--- src/hdl/dle_pkg.sv ---
// ----------------------------------------------------------------------------
// DNS label encoder package
// Shared constants, types and the character folding function.
// ----------------------------------------------------------------------------
package dle_pkg;

   localparam int CHAR_W      = 8;
   localparam int MAX_LABEL   = 63;
   localparam int STORE_DEPTH = 63;
   localparam int LEN_W       = 6;

   localparam logic [CHAR_W-1:0] DOT_CHAR   = 8'h2E;
   localparam logic [CHAR_W-1:0] UPPER_A    = 8'h41;
   localparam logic [CHAR_W-1:0] UPPER_Z    = 8'h5A;
   localparam logic [CHAR_W-1:0] CASE_DELTA = 8'h20;

   typedef logic [CHAR_W-1:0] char_type;
   typedef logic [LEN_W-1:0]  len_type;

   // Command from the input side to the drain sequencer when a label closes.
   typedef struct packed {
      logic    start;
      len_type count;
      logic    done;
      logic    overflow;
   } drain_cmd_type;

   // Fold A-Z to lower case; every other byte passes unchanged.
   function automatic char_type fold_lower(input char_type c);
      char_type r;
      if (c >= UPPER_A && c <= UPPER_Z) begin
         r = c + CASE_DELTA;
      end else begin
         r = c;
      end
      return r;
   endfunction

endpackage

--- src/hdl/dle_chan_if.sv ---
// ----------------------------------------------------------------------------
// DNS label encoder channels
// Valid/ready interfaces for the character input and the byte output.
// ----------------------------------------------------------------------------
interface dle_req_if;
   logic               valid;
   logic               ready;
   dle_pkg::char_type  char_in;
   logic               name_end;

   modport source (output valid, output char_in, output name_end, input ready);
   modport sink   (input valid, input char_in, input name_end, output ready);
endinterface

interface dle_rsp_if;
   logic               valid;
   logic               ready;
   dle_pkg::char_type  byte_out;
   logic               run_last;
   logic               name_done;
   logic               label_overflow;

   modport source (output valid, output byte_out, output run_last, output name_done,
                   output label_overflow, input ready);
   modport sink   (input valid, input byte_out, input run_last, input name_done,
                   input label_overflow, output ready);
endinterface

--- src/hdl/dle_label_ram.sv ---
// ----------------------------------------------------------------------------
// Label buffer RAM
// Simple dual-port synchronous RAM, one write and one registered read port.
// ----------------------------------------------------------------------------
module dle_label_ram #(
   parameter int DEPTH = 63,
   parameter int WIDTH = 8,
   parameter int ADDR_W = $clog2(DEPTH)
) (
   input  logic              clock,
   input  logic              wr_en,
   input  logic [ADDR_W-1:0] wr_addr,
   input  logic [WIDTH-1:0]  wr_data,
   input  logic              rd_en,
   input  logic [ADDR_W-1:0] rd_addr,
   output logic [WIDTH-1:0]  rd_data
);

   logic [WIDTH-1:0] mem [DEPTH];
   logic [WIDTH-1:0] rd_data_ff;

   always_ff @(posedge clock) begin
      if (wr_en) begin
         mem[wr_addr] <= wr_data;
      end
   end

   always_ff @(posedge clock) begin
      if (rd_en) begin
         rd_data_ff <= mem[rd_addr];
      end
   end

   assign rd_data = rd_data_ff;

endmodule

--- src/hdl/dle_drain.sv ---
// ----------------------------------------------------------------------------
// Label drain sequencer
// Emits the length byte, then reads the buffered label out of the RAM.
// ----------------------------------------------------------------------------
module dle_drain (
   input  logic                   clock,
   input  logic                   reset,
   input  dle_pkg::drain_cmd_type cmd,
   output logic                   busy,
   output logic                   ram_rd_en,
   output dle_pkg::len_type       ram_rd_addr,
   input  dle_pkg::char_type      ram_rd_data,
   dle_rsp_if.source              rsp_if
);

   logic              busy_ff, busy_in;
   logic              hdr_ff, hdr_in;
   dle_pkg::len_type  len_ff, len_in;
   dle_pkg::len_type  left_ff, left_in;
   dle_pkg::len_type  rd_idx_ff, rd_idx_in;
   logic              pend_ff, pend_in;
   logic              pend_last_ff, pend_last_in;
   logic              lbl_done_ff, lbl_done_in;
   logic              lbl_ovf_ff, lbl_ovf_in;

   logic              out_valid_ff, out_valid_in;
   dle_pkg::char_type out_byte_ff, out_byte_in;
   logic              out_last_ff, out_last_in;
   logic              out_done_ff, out_done_in;
   logic              out_ovf_ff, out_ovf_in;

   logic slot_free;
   logic hdr_load;
   logic pend_move;
   logic rd_issue;

   always_comb begin
      slot_free = !out_valid_ff || rsp_if.ready;
      hdr_load  = busy_ff && hdr_ff && slot_free;
      pend_move = !hdr_ff && pend_ff && slot_free;
      rd_issue  = busy_ff && (left_ff != '0) && (!pend_ff || pend_move);

      busy_in      = busy_ff;
      hdr_in       = hdr_ff;
      len_in       = len_ff;
      left_in      = left_ff;
      rd_idx_in    = rd_idx_ff;
      pend_in      = pend_ff;
      pend_last_in = pend_last_ff;
      lbl_done_in  = lbl_done_ff;
      lbl_ovf_in   = lbl_ovf_ff;

      out_valid_in = out_valid_ff && !rsp_if.ready;
      out_byte_in  = out_byte_ff;
      out_last_in  = out_last_ff;
      out_done_in  = out_done_ff;
      out_ovf_in   = out_ovf_ff;

      if (hdr_load) begin
         hdr_in       = 1'b0;
         out_valid_in = 1'b1;
         out_byte_in  = dle_pkg::CHAR_W'(len_ff);
         out_last_in  = (len_ff == '0);
         out_done_in  = lbl_done_ff && (len_ff == '0);
         out_ovf_in   = lbl_ovf_ff;
         if (len_ff == '0) begin
            busy_in = 1'b0;
         end
      end else if (pend_move) begin
         out_valid_in = 1'b1;
         out_byte_in  = ram_rd_data;
         out_last_in  = pend_last_ff;
         out_done_in  = lbl_done_ff && pend_last_ff;
         out_ovf_in   = lbl_ovf_ff;
         if (pend_last_ff) begin
            busy_in = 1'b0;
         end
      end

      if (pend_move) begin
         pend_in = 1'b0;
      end
      if (rd_issue) begin
         pend_in      = 1'b1;
         pend_last_in = (left_ff == dle_pkg::LEN_W'(1));
         left_in      = left_ff - dle_pkg::LEN_W'(1);
         rd_idx_in    = rd_idx_ff + dle_pkg::LEN_W'(1);
      end

      // A new label is only handed over while the sequencer is idle.
      if (cmd.start) begin
         busy_in     = 1'b1;
         hdr_in      = 1'b1;
         len_in      = cmd.count;
         left_in     = cmd.count;
         rd_idx_in   = '0;
         pend_in     = 1'b0;
         lbl_done_in = cmd.done;
         lbl_ovf_in  = cmd.overflow;
      end
   end

   always_ff @(posedge clock) begin
      if (reset) begin
         busy_ff      <= 1'b0;
         hdr_ff       <= 1'b0;
         pend_ff      <= 1'b0;
         out_valid_ff <= 1'b0;
         left_ff      <= '0;
      end else begin
         busy_ff      <= busy_in;
         hdr_ff       <= hdr_in;
         pend_ff      <= pend_in;
         out_valid_ff <= out_valid_in;
         left_ff      <= left_in;
      end
   end

   always_ff @(posedge clock) begin
      len_ff       <= len_in;
      rd_idx_ff    <= rd_idx_in;
      pend_last_ff <= pend_last_in;
      lbl_done_ff  <= lbl_done_in;
      lbl_ovf_ff   <= lbl_ovf_in;
      out_byte_ff  <= out_byte_in;
      out_last_ff  <= out_last_in;
      out_done_ff  <= out_done_in;
      out_ovf_ff   <= out_ovf_in;
   end

   assign busy        = busy_ff;
   assign ram_rd_en   = rd_issue;
   assign ram_rd_addr = rd_idx_ff;

   assign rsp_if.valid          = out_valid_ff;
   assign rsp_if.byte_out       = out_byte_ff;
   assign rsp_if.run_last       = out_last_ff;
   assign rsp_if.name_done      = out_done_ff;
   assign rsp_if.label_overflow = out_ovf_ff;

endmodule

--- src/hdl/dns_label_encoder_top.sv ---
// ----------------------------------------------------------------------------
// DNS label encoder
// Turns a dotted host name into length-prefixed, lower-cased DNS labels.
// ----------------------------------------------------------------------------
// Usage:
// The req_if channel takes one host name character per item, with name_end
// set on the final character. A dot closes the current label; the final
// character closes it too. The rsp_if channel returns, for each closed label,
// a length byte followed by the label's characters folded to lower case.
// run_last marks the last result byte caused by an input item, name_done the
// final byte of the whole name. Labels longer than 63 characters are cut to
// 63 and every byte of such a label carries label_overflow.
// Ordinary characters are taken one per cycle while no label drains. An item
// that closes a label sets the drain sequencer's busy and header flags; the
// length byte then enters the output register, followed by one character
// per cycle unless the receiver stalls. req_if.ready stays low while the
// sequencer walks the label RAM, whose single read port sets the drain rate.
// When the receiver stalls, the output register holds its item and the
// drain pauses; input resumes only after the last byte reaches that register.
// Synchronous reset empties the label and the output; the RAM needs no clear.
// ----------------------------------------------------------------------------
module dns_label_encoder_top (
   input  logic     clock,
   input  logic     reset,
   dle_req_if.sink  req_if,
   dle_rsp_if.source rsp_if
);

   dle_pkg::len_type       len_ff, len_in;
   logic                   ovf_ff, ovf_in;
   logic                   drain_busy;
   dle_pkg::drain_cmd_type cmd;

   logic                   accept;
   logic                   is_dot;
   logic                   store;
   dle_pkg::len_type       new_len;
   logic                   new_ovf;
   logic                   ram_rd_en;
   dle_pkg::len_type       ram_rd_addr;
   dle_pkg::char_type      ram_rd_data;

   assign req_if.ready = !drain_busy;

   always_comb begin
      accept  = req_if.valid && req_if.ready;
      is_dot  = (req_if.char_in == dle_pkg::DOT_CHAR);
      // A character is kept only while the label has room; beyond that it
      // is dropped and the label is marked as truncated.
      store   = !is_dot && (len_ff < dle_pkg::LEN_W'(dle_pkg::MAX_LABEL));
      new_len = store ? len_ff + dle_pkg::LEN_W'(1) : len_ff;
      new_ovf = ovf_ff || (!is_dot && !store);

      cmd.start    = accept && (is_dot || req_if.name_end);
      cmd.count    = new_len;
      cmd.done     = req_if.name_end;
      cmd.overflow = new_ovf;

      len_in = len_ff;
      ovf_in = ovf_ff;
      if (accept) begin
         if (cmd.start) begin
            len_in = '0;
            ovf_in = 1'b0;
         end else begin
            len_in = new_len;
            ovf_in = new_ovf;
         end
      end
   end

   always_ff @(posedge clock) begin
      if (reset) begin
         len_ff <= '0;
         ovf_ff <= 1'b0;
      end else begin
         len_ff <= len_in;
         ovf_ff <= ovf_in;
      end
   end

   dle_label_ram #(
      .DEPTH  (dle_pkg::STORE_DEPTH),
      .WIDTH  (dle_pkg::CHAR_W),
      .ADDR_W (dle_pkg::LEN_W)
   ) u_label_ram (
      .clock   (clock),
      .wr_en   (accept && store),
      .wr_addr (len_ff),
      .wr_data (dle_pkg::fold_lower(req_if.char_in)),
      .rd_en   (ram_rd_en),
      .rd_addr (ram_rd_addr),
      .rd_data (ram_rd_data)
   );

   dle_drain u_drain (
      .clock       (clock),
      .reset       (reset),
      .cmd         (cmd),
      .busy        (drain_busy),
      .ram_rd_en   (ram_rd_en),
      .ram_rd_addr (ram_rd_addr),
      .ram_rd_data (ram_rd_data),
      .rsp_if      (rsp_if)
   );

endmodule
--- src/flat_wrapper.sv ---
// flat-port wrapper written by rule: the top's interface ports become plain ports
module dns_label_encoder_top_flat 
  (clock, reset, req_if_valid, req_if_char_in, req_if_name_end, req_if_ready, rsp_if_valid, rsp_if_byte_out, rsp_if_run_last, rsp_if_name_done, rsp_if_label_overflow, rsp_if_ready);
  dle_req_if req_if_i ();
  dle_rsp_if rsp_if_i ();
  input  logic clock;
  input  logic reset;
  input wire logic [$bits(req_if_i.valid)-1:0] req_if_valid;
  input wire logic [$bits(req_if_i.char_in)-1:0] req_if_char_in;
  input wire logic [$bits(req_if_i.name_end)-1:0] req_if_name_end;
  output wire logic [$bits(req_if_i.ready)-1:0] req_if_ready;
  output wire logic [$bits(rsp_if_i.valid)-1:0] rsp_if_valid;
  output wire logic [$bits(rsp_if_i.byte_out)-1:0] rsp_if_byte_out;
  output wire logic [$bits(rsp_if_i.run_last)-1:0] rsp_if_run_last;
  output wire logic [$bits(rsp_if_i.name_done)-1:0] rsp_if_name_done;
  output wire logic [$bits(rsp_if_i.label_overflow)-1:0] rsp_if_label_overflow;
  input wire logic [$bits(rsp_if_i.ready)-1:0] rsp_if_ready;
  assign req_if_i.valid = req_if_valid;
  assign req_if_i.char_in = req_if_char_in;
  assign req_if_i.name_end = req_if_name_end;
  assign req_if_ready = req_if_i.ready;
  assign rsp_if_valid = rsp_if_i.valid;
  assign rsp_if_byte_out = rsp_if_i.byte_out;
  assign rsp_if_run_last = rsp_if_i.run_last;
  assign rsp_if_name_done = rsp_if_i.name_done;
  assign rsp_if_label_overflow = rsp_if_i.label_overflow;
  assign rsp_if_i.ready = rsp_if_ready;
  dns_label_encoder_top u_core (.clock(clock), .reset(reset), .req_if(req_if_i), .rsp_if(rsp_if_i));
endmodule
--- config.mk ---
export PLATFORM = sky130hd
export DESIGN_NAME = dns_label_encoder_top_flat
export DESIGN_NICKNAME = d
export VERILOG_FILES = /design/src/hdl/dle_pkg.sv /design/src/hdl/dle_chan_if.sv /design/src/hdl/dle_label_ram.sv /design/src/hdl/dle_drain.sv /design/src/hdl/dns_label_encoder_top.sv /design/src/flat_wrapper.sv
export SDC_FILE = /design/constraint.sdc
export NUM_CORES = 1
export LEC_CHECK = 0
export ABC_CLOCK_PERIOD_IN_PS = 2670
export BUFFER_PORTS_ARGS = -buffer_cell sky130_fd_sc_hd__buf_2
export CORE_ASPECT_RATIO = 0.5
export CORE_UTILIZATION = 46
export CTS_CLUSTER_DIAMETER = 120
export DETAILED_ROUTE_END_ITERATION = 6
export HOLD_SLACK_MARGIN = 0.08
export PLACE_DENSITY = 0.74
export SKIP_LAST_GASP = 1
export SYNTH_ARGS = -nofsm -noshare
export SYNTH_HDL_FRONTEND = slang
export SYNTH_HIERARCHICAL = 1
export SYNTH_SLANG_ARGS = --single-unit
--- constraint.sdc ---
create_clock -name clock -period 2.67 [get_ports clock]
set_input_delay 0.1335 -clock clock [delete_from_list [all_inputs] [get_ports clock]]
set_output_delay 0.1335 -clock clock [all_outputs]
set_load 0.02 [all_outputs]
# == Yosys cells after proc, flatten, opt, wreduce, memory -nomap -nowiden ==
# Memory sizes are Yosys's and may differ from the RTL's. A register that Yosys moved wholly into a read port is not among the register bits.
# Cells that the tools add are included.
# op_classes
addsub,4
multipliers,0
n_div,0
magnitude_cmp,3
eq_ne,3
shift,0
mux,27
n_bitwise,0
n_reduce_logical,36
# ops
cell,n
$mux 6,6
$mux 1,20
$logic_and 1x1->1,15
$add 6x1->6 const B,2
$add 8x6->8 const B,1
$eq 8x6->1 const B,1
$ge 8x7->1 const B,1
$le 8x7->1 const B,1
$mux 8,1
$reduce_bool 2->1,4
$logic_not 1->1,7
$eq 6x1->1 const B,1
$logic_not 6->1,1
$lt 6x6->1 const B,1
$reduce_bool 3->1,2
$reduce_bool 6->1,1
$sub 6x1->6 const B,1
$logic_or 1x1->1,4
$ne 3x1->1 const B,1
$reduce_and 3->1,1
$reduce_or 2->1,1
# totals
ff_bits,43
latchBits,0
ramBits,504
romBits,0
input_bits,13
output_inout_bits,13
elab_cells,91
n_memories,1
# mem_list
memory,depth,width,rd,rd_ports_with_merged_regs,wr,line_no,text
u_core.u_label_ram.mem,63,8,1,1,1,dle_label_ram.sv:19,logic [WIDTH-1:0] mem [DEPTH];

# == Longest topological paths before layout ==
# logic_depth
ltp_word,7
mapped_depth,9
depth_no_buf,7

# == Hierarchy ==
# The synthesis kept the hierarchy.
# modules_own_cells
module,n_inst,cells_per_inst,area_per_inst_um2,seq_area_each_um2
dle_label_ram,1,949,19886.6,15374.7
dle_drain,1,164,1614.0,900.9
dns_label_encoder_top,1,82,674.4,140.1

# == Least setup slack after synthesis ==
# OpenSTA, ideal clock, no wires.
# synth_path
kind,input port to flip-flop
startpoint,in req_if_char_in[0]
endpoint,"mem u_core.u_label_ram.mem[0][7], data pin"
setup_time_ns,0.525
t_arrival_ns,2.414
t_required_ns,2.145
path_slack_ns,-0.269
path_stages,4
path_buffers,0
cell_sequence,and4bb_4 -> nand4_1 -> o21a_1 -> o21bai_1
# synth_via
elab_chain_cells,3
word_cells_on_any_way,5
classes_between,add/sub (1); order compare (2); mux (1); reduce/logical (1)
# synth_lines
element,line_no,text
from (decl),flat_wrapper.sv:9,input wire logic [$bits(req_if_i.char_in)-1:0] req_if_char_in;
$ge 8x7->1 or $le 8x7->1 (tied branches),dle_pkg.sv:31,if (c >= UPPER_A && c <= UPPER_Z) begin
$logic_and 1x1->1,dle_pkg.sv:31,
$mux 8 (*),dle_pkg.sv:31,
to (decl),dle_label_ram.sv:19,
# Mark *: on every way between the ends. The rest lies on a longest branch, timed or not.

==> run summary <==
The worst setup path is captured at a register. The worst-case IR drop observed on VDD is 554 µV. In this run the worst path has a maximum fanout of 34. The critical path in this run is classified as register to register.

Before antenna repair, the detailed router went through 6 iterations. The final-stage net count was 1328; the slack of the worst reg-to-reg path was 40 ps. The logs give 14.7 mW for the cell internal power dissipation and 0 for the antenna cell count. For this design the static power due to leakage is 7.83 nW. The horizontal die dimension was 313 µm; the arrival time at the worst endpoint was 2930 ps. The number of CTS-inserted buffers was 49. The path category of the worst min-delay check is input port to register. Detailed placement ended at an HPWL of 31.6 mm.

The fmax was 380 MHz. For this block, the via count after detailed routing is 12200. The run gives 1 as the initial antenna violation count. Dividing total power by cell area gives a power density of 751 nW/µm². The wire length of the first global-routing pass is 75.4 mm, and the cell row count is 56. The Yosys step of the flow raised 6 warnings.

On the final layout, the worst clock skew is 10.5 ps. Setup repair after global routing left no endpoint under its margin. The post-CTS setup repair buffer count came out at 0. The share of total power in the clock network was 37.1%. The combinational fraction of design power came out at 11.5%. After clock tree synthesis, the clock-pin slew on the worst setup and hold paths is 70 ps. The clock sink total came out at 555.

The logs give 1195 for the count of mapped cells out of synthesis and 50.3 mm for the detailed-route wire length. The floorplan step defined a die boundary enclosing 49100 µm². The combined buffer and inverter count along the critical path is 1, and the routed wirelength normalized by instance count is 25.3 µm. The cell at the root of the clock tree was sky130_fd_sc_hd__clkbuf_16. The number of flops mapped to enable cells by yosys is 530.

Net switching is 22.8% of the power. TritonCTS built the clock tree. The count of final max-slew check failures is 0. At the later pin of the worst-skew pair, clock insertion delay measures 570 ps. At the worst endpoint, the required time is 2970 ps. The mean area per synthesized cell works out to 18.6 µm². For the total DRC errors in the routed layout, the log shows 0.

The count of nets left with antenna violations once routing finished came out at 0. Counting the fill cells in the layout gives 3542. The worst setup path is launched from a register. The utilization after layout is 53.5%, and the overall overflow remaining after global route is 0. Global-route usage over all layers: 20.5%. The worst pin sits at a relative slew slack of 25.9%. Once the floorplan was initialized, standard cells occupied 47.0% of the core. The number of DRC markers in iteration 0 was 1702. For this design, the slowest cell found on the critical path is sky130_fd_sc_hd__dfxtp_4. The pin count of the biggest net entering global routing is 64. The mean number of vias per cell was 6.14; the count of input and output buffers was 25. Measured slew at the worst slew-check pin: 1100 ps. The kind of cell adding the most delay to the critical path was flip-flops. The fraction of synthesis flops using an asynchronous set or reset pin was 0%.

Main flop type after synthesis: sky130_fd_sc_hd__edfxtp_1. Relative to the synthesized area, the layout overhead comes to 14.0%. The number of global-route vias before repair came out at 12000.

The number of nets handed over by synthesis was 1214. The maximum count of clock buffers along a single path is 3, and the placement-stage cell area is 23600 µm². After routing the design area is 25300 µm².

The I/O pin count came out at 26. The flow ran to the end, and the final reports show no timing, DRC or antenna violations. For this run, the slowest stage of the critical path takes 740 ps. The logs give 51.3% for the share of power burned in registers and 2 for the CTS H-tree depth. In the final layout, the share of cells above drive strength 1 is 24.4%. The height of the die came out at 157 µm. For the number of library cell types mapped by synthesis, the log shows 72.

Post-synthesis sequential element count: 555. After floorplanning, the core was sized to cover 47200 µm². The final hold violation count was 0; the number of setup violations in the final report was 0. The final critical path time including I/O delays and setup was 2630 ps; the final weighted congestion of routability-driven global placement was 0.891.

The share of the Yosys chip area taken by registers is 74.0%. Walking the worst path, the cells encountered are buf_12 > mux4_2 > a22oi_1 > nand2_1 > a21oi_1 > nor3_1. The logs give 4.32 mW for the total net switching power and 22200 µm² for the combined area of all synthesized cells. The part of the cycle the worst path needs is 98.5%, and the number of maximum-capacitance constraint violations is 0.
==> layout make-up <==
type	instances	area (µm²)	area share, %
Inverter	11	41.3	0.163
Tap cell	638	798	3.16
Timing Repair Buffer	122	983	3.89
Clock inverter	30	300	1.19
Sequential cell	555	16400	65.0
Multi-Input combinational cell	570	5430	21.5
Clock buffer	60	1290	5.10
==> worst reg2reg max path, cell delays in order, from the launching register on <==
cell	delay (ps)
sky130_fd_sc_hd__dfxtp_4	740
sky130_fd_sc_hd__buf_12	290
sky130_fd_sc_hd__mux4_2	320
sky130_fd_sc_hd__a22oi_1	290
sky130_fd_sc_hd__nand2_1	190
sky130_fd_sc_hd__a21oi_1	420
sky130_fd_sc_hd__nor3_1	120
==> through the flow <==
step / std cells / TNS (ps) / hold slack [ps] / total power [mW] / setup slack [ps]
2_1_floorplan: 1195 / -33840 / 203 / 11.4 / -269
3_3_place_gp: 1889 / 0 / 366 / 12.0 / 157
3_5_place_dp: 1889 / 0 / 366 / 12.1 / 36.4
4_1_cts: 1986 / 0 / 101 / 19.0 / 32.2
5_1_grt: 1986 / 0 / 113 / 19.5 / 12.4
6_report: 1986 / 0 / 110 / 19.0 / 39.2
==> placed cells by master (no fill, tap or decap), types with 6 or more instances in the layout <==
master                            n
sky130_fd_sc_hd__a21oi_1         23
sky130_fd_sc_hd__a22o_1          11
sky130_fd_sc_hd__a22oi_1         14
sky130_fd_sc_hd__a31oi_1         10
sky130_fd_sc_hd__buf_12           9
sky130_fd_sc_hd__buf_2           25
sky130_fd_sc_hd__buf_4           81
sky130_fd_sc_hd__bufinv_16        6
sky130_fd_sc_hd__clkbuf_1        10
sky130_fd_sc_hd__clkbuf_16       50
sky130_fd_sc_hd__clkinv_1        15
sky130_fd_sc_hd__clkinv_2         7
sky130_fd_sc_hd__dfxtp_1         22
sky130_fd_sc_hd__dlygate4sd3_1    7
sky130_fd_sc_hd__edfxtp_1       530
sky130_fd_sc_hd__ha_1             6
sky130_fd_sc_hd__inv_1           10
sky130_fd_sc_hd__mux2_2           7
sky130_fd_sc_hd__mux2i_1         26
sky130_fd_sc_hd__mux4_2         115
sky130_fd_sc_hd__nand2_1         62
sky130_fd_sc_hd__nand2b_1         7
sky130_fd_sc_hd__nand3_1         30
sky130_fd_sc_hd__nand3b_1         6
sky130_fd_sc_hd__nand4_1          8
sky130_fd_sc_hd__nor2_1          91
sky130_fd_sc_hd__nor2b_1         13
sky130_fd_sc_hd__nor3_1          10
sky130_fd_sc_hd__o211ai_1         7
sky130_fd_sc_hd__o21ai_0         19
sky130_fd_sc_hd__o31ai_1          6
==> power by group through the flow <==
stage / Clock, mW / Sequential (mW) / Combinational [mW]
5_1_grt: 7.45 / 9.75 / 2.33
6_report: 7.05 / 9.74 / 2.19
2_1_floorplan: 0 / 9.89 / 1.51
3_5_place_dp: 0 / 9.93 / 2.16
4_1_cts: 7.11 / 9.74 / 2.18
3_3_place_gp: 0 / 9.92 / 2.12
==> state kept, by name, summed over array words and instances (netlist names) <==
| register | count |
|---|---|
| u_core/u_label_ram/rd_data | 8 |
| u_core/u_drain/rsp_if.valid | 1 |
| u_core/u_drain/lbl_ovf_ff | 1 |
| u_core/u_label_ram/mem | 504 |
| u_core/u_drain/pend_ff | 1 |
| u_core/u_drain/ram_rd_addr | 6 |
| u_core/u_drain/rsp_if.name_done | 1 |
| u_core/u_drain/rsp_if.byte_out | 8 |
| u_core/len_ff | 6 |
| u_core/u_drain/rsp_if.run_last | 1 |
| u_core/u_drain/pend_last_ff | 1 |
| u_core/u_drain/rsp_if.label_overflow | 1 |
| u_core/ovf_ff | 1 |
| u_core/u_drain/hdr_ff | 1 |
| u_core/u_drain/len_ff | 6 |
| u_core/u_drain/left_ff | 6 |
| u_core/u_drain/busy | 1 |
| u_core/u_drain/lbl_done_ff | 1 |
==> cells in the mapped netlist, drive strengths merged, types with 3 or more instances <==
cell type    n  area (µm²)
edfxtp     530       15900
mux4       115        2590
nor2        93         349
nand2       62         233
clkbuf      33         124
nand3       30         150
buf         26         191
mux2i       26         260
dfxtp       25         500
o21ai       24         120
a21oi       23         115
a22oi       14         105
nor2b       14        87.6
a22o        11        96.3
a31oi       10        62.6
inv         10        37.5
nor3        10        50.1
mux2         8        90.1
nand4        8        50.1
nand2b       7        43.8
o211ai       7        52.6
ha           6        75.1
nand3b       6        45.0
o22ai        6        43.8
o311ai       6        52.6
o31ai        6        45.0
a211oi       5        50.1
a221oi       5        43.8
and2         5        31.3
or4          5        37.5
a311oi       4        35.0
o21bai       4        30.0
o221a        4        45.0
xnor2        4        35.0
a31o         3        26.3
o21a         3        22.5
or2          3        18.8
or3          3        18.8
==> timing repair <==
item | 4_1_cts | 5_1_grt
hold buffers | 7 | 0
gates cloned | 0 | 0
endpoints found under the setup margin | 8 | 164
pin swaps | 0 | 0
hold endpoints to repair | 35 | 0
resized for setup | 1 | 2
==> layer usage <==
| layer | routed length, µm | vias up | share of wire [%] | global-route usage (%) |
|---|---|---|---|---|
| met4 | 895 | 2 | 1.8 | 4.74 |
| li1 | - | 5101 | - | - |
| met2 | 24000 | 661 | 48 | 33.2 |
| met1 | 20600 | 6338 | 41 | 29.2 |
| met3 | 4810 | 83 | 9.6 | 3.83 |
| met5 | 33 | - | 0.066 | 0 |
==> worst paths after layout <==
| path | from | endpoint | depth (start not counted) |
|---|---|---|---|
| worst min register to register | u_core/u_drain/lbl_ovf_ff | u_core/u_drain/rsp_if.label_overflow | 0 |
| worst max register to register | u_core/u_drain/ram_rd_addr[1] | u_core/u_label_ram/rd_data[3] | 6 |
| worst min-delay path | req_if_char_in[1] | u_core/u_label_ram/mem[33][1] | 2 |
| worst max-delay path | u_core/u_drain/ram_rd_addr[1] | u_core/u_label_ram/rd_data[3] | 6 |
==> cells by family (layout without fill, tap and decap cells) <==
group	count (synthesis)	in the layout	share of synthesized area [%]
buffers and inverters	70	223	1.61
AO/OA/AOI/OAI	150	150	4.90
XOR/XNOR	4	4	0.158
adder cells (fa/ha/maj)	6	6	0.339
multiplexers	149	149	13.3
AND/OR/NAND/NOR	261	261	5.70
flip-flops	555	555	74.0
(Power assumes the default switching activity.)
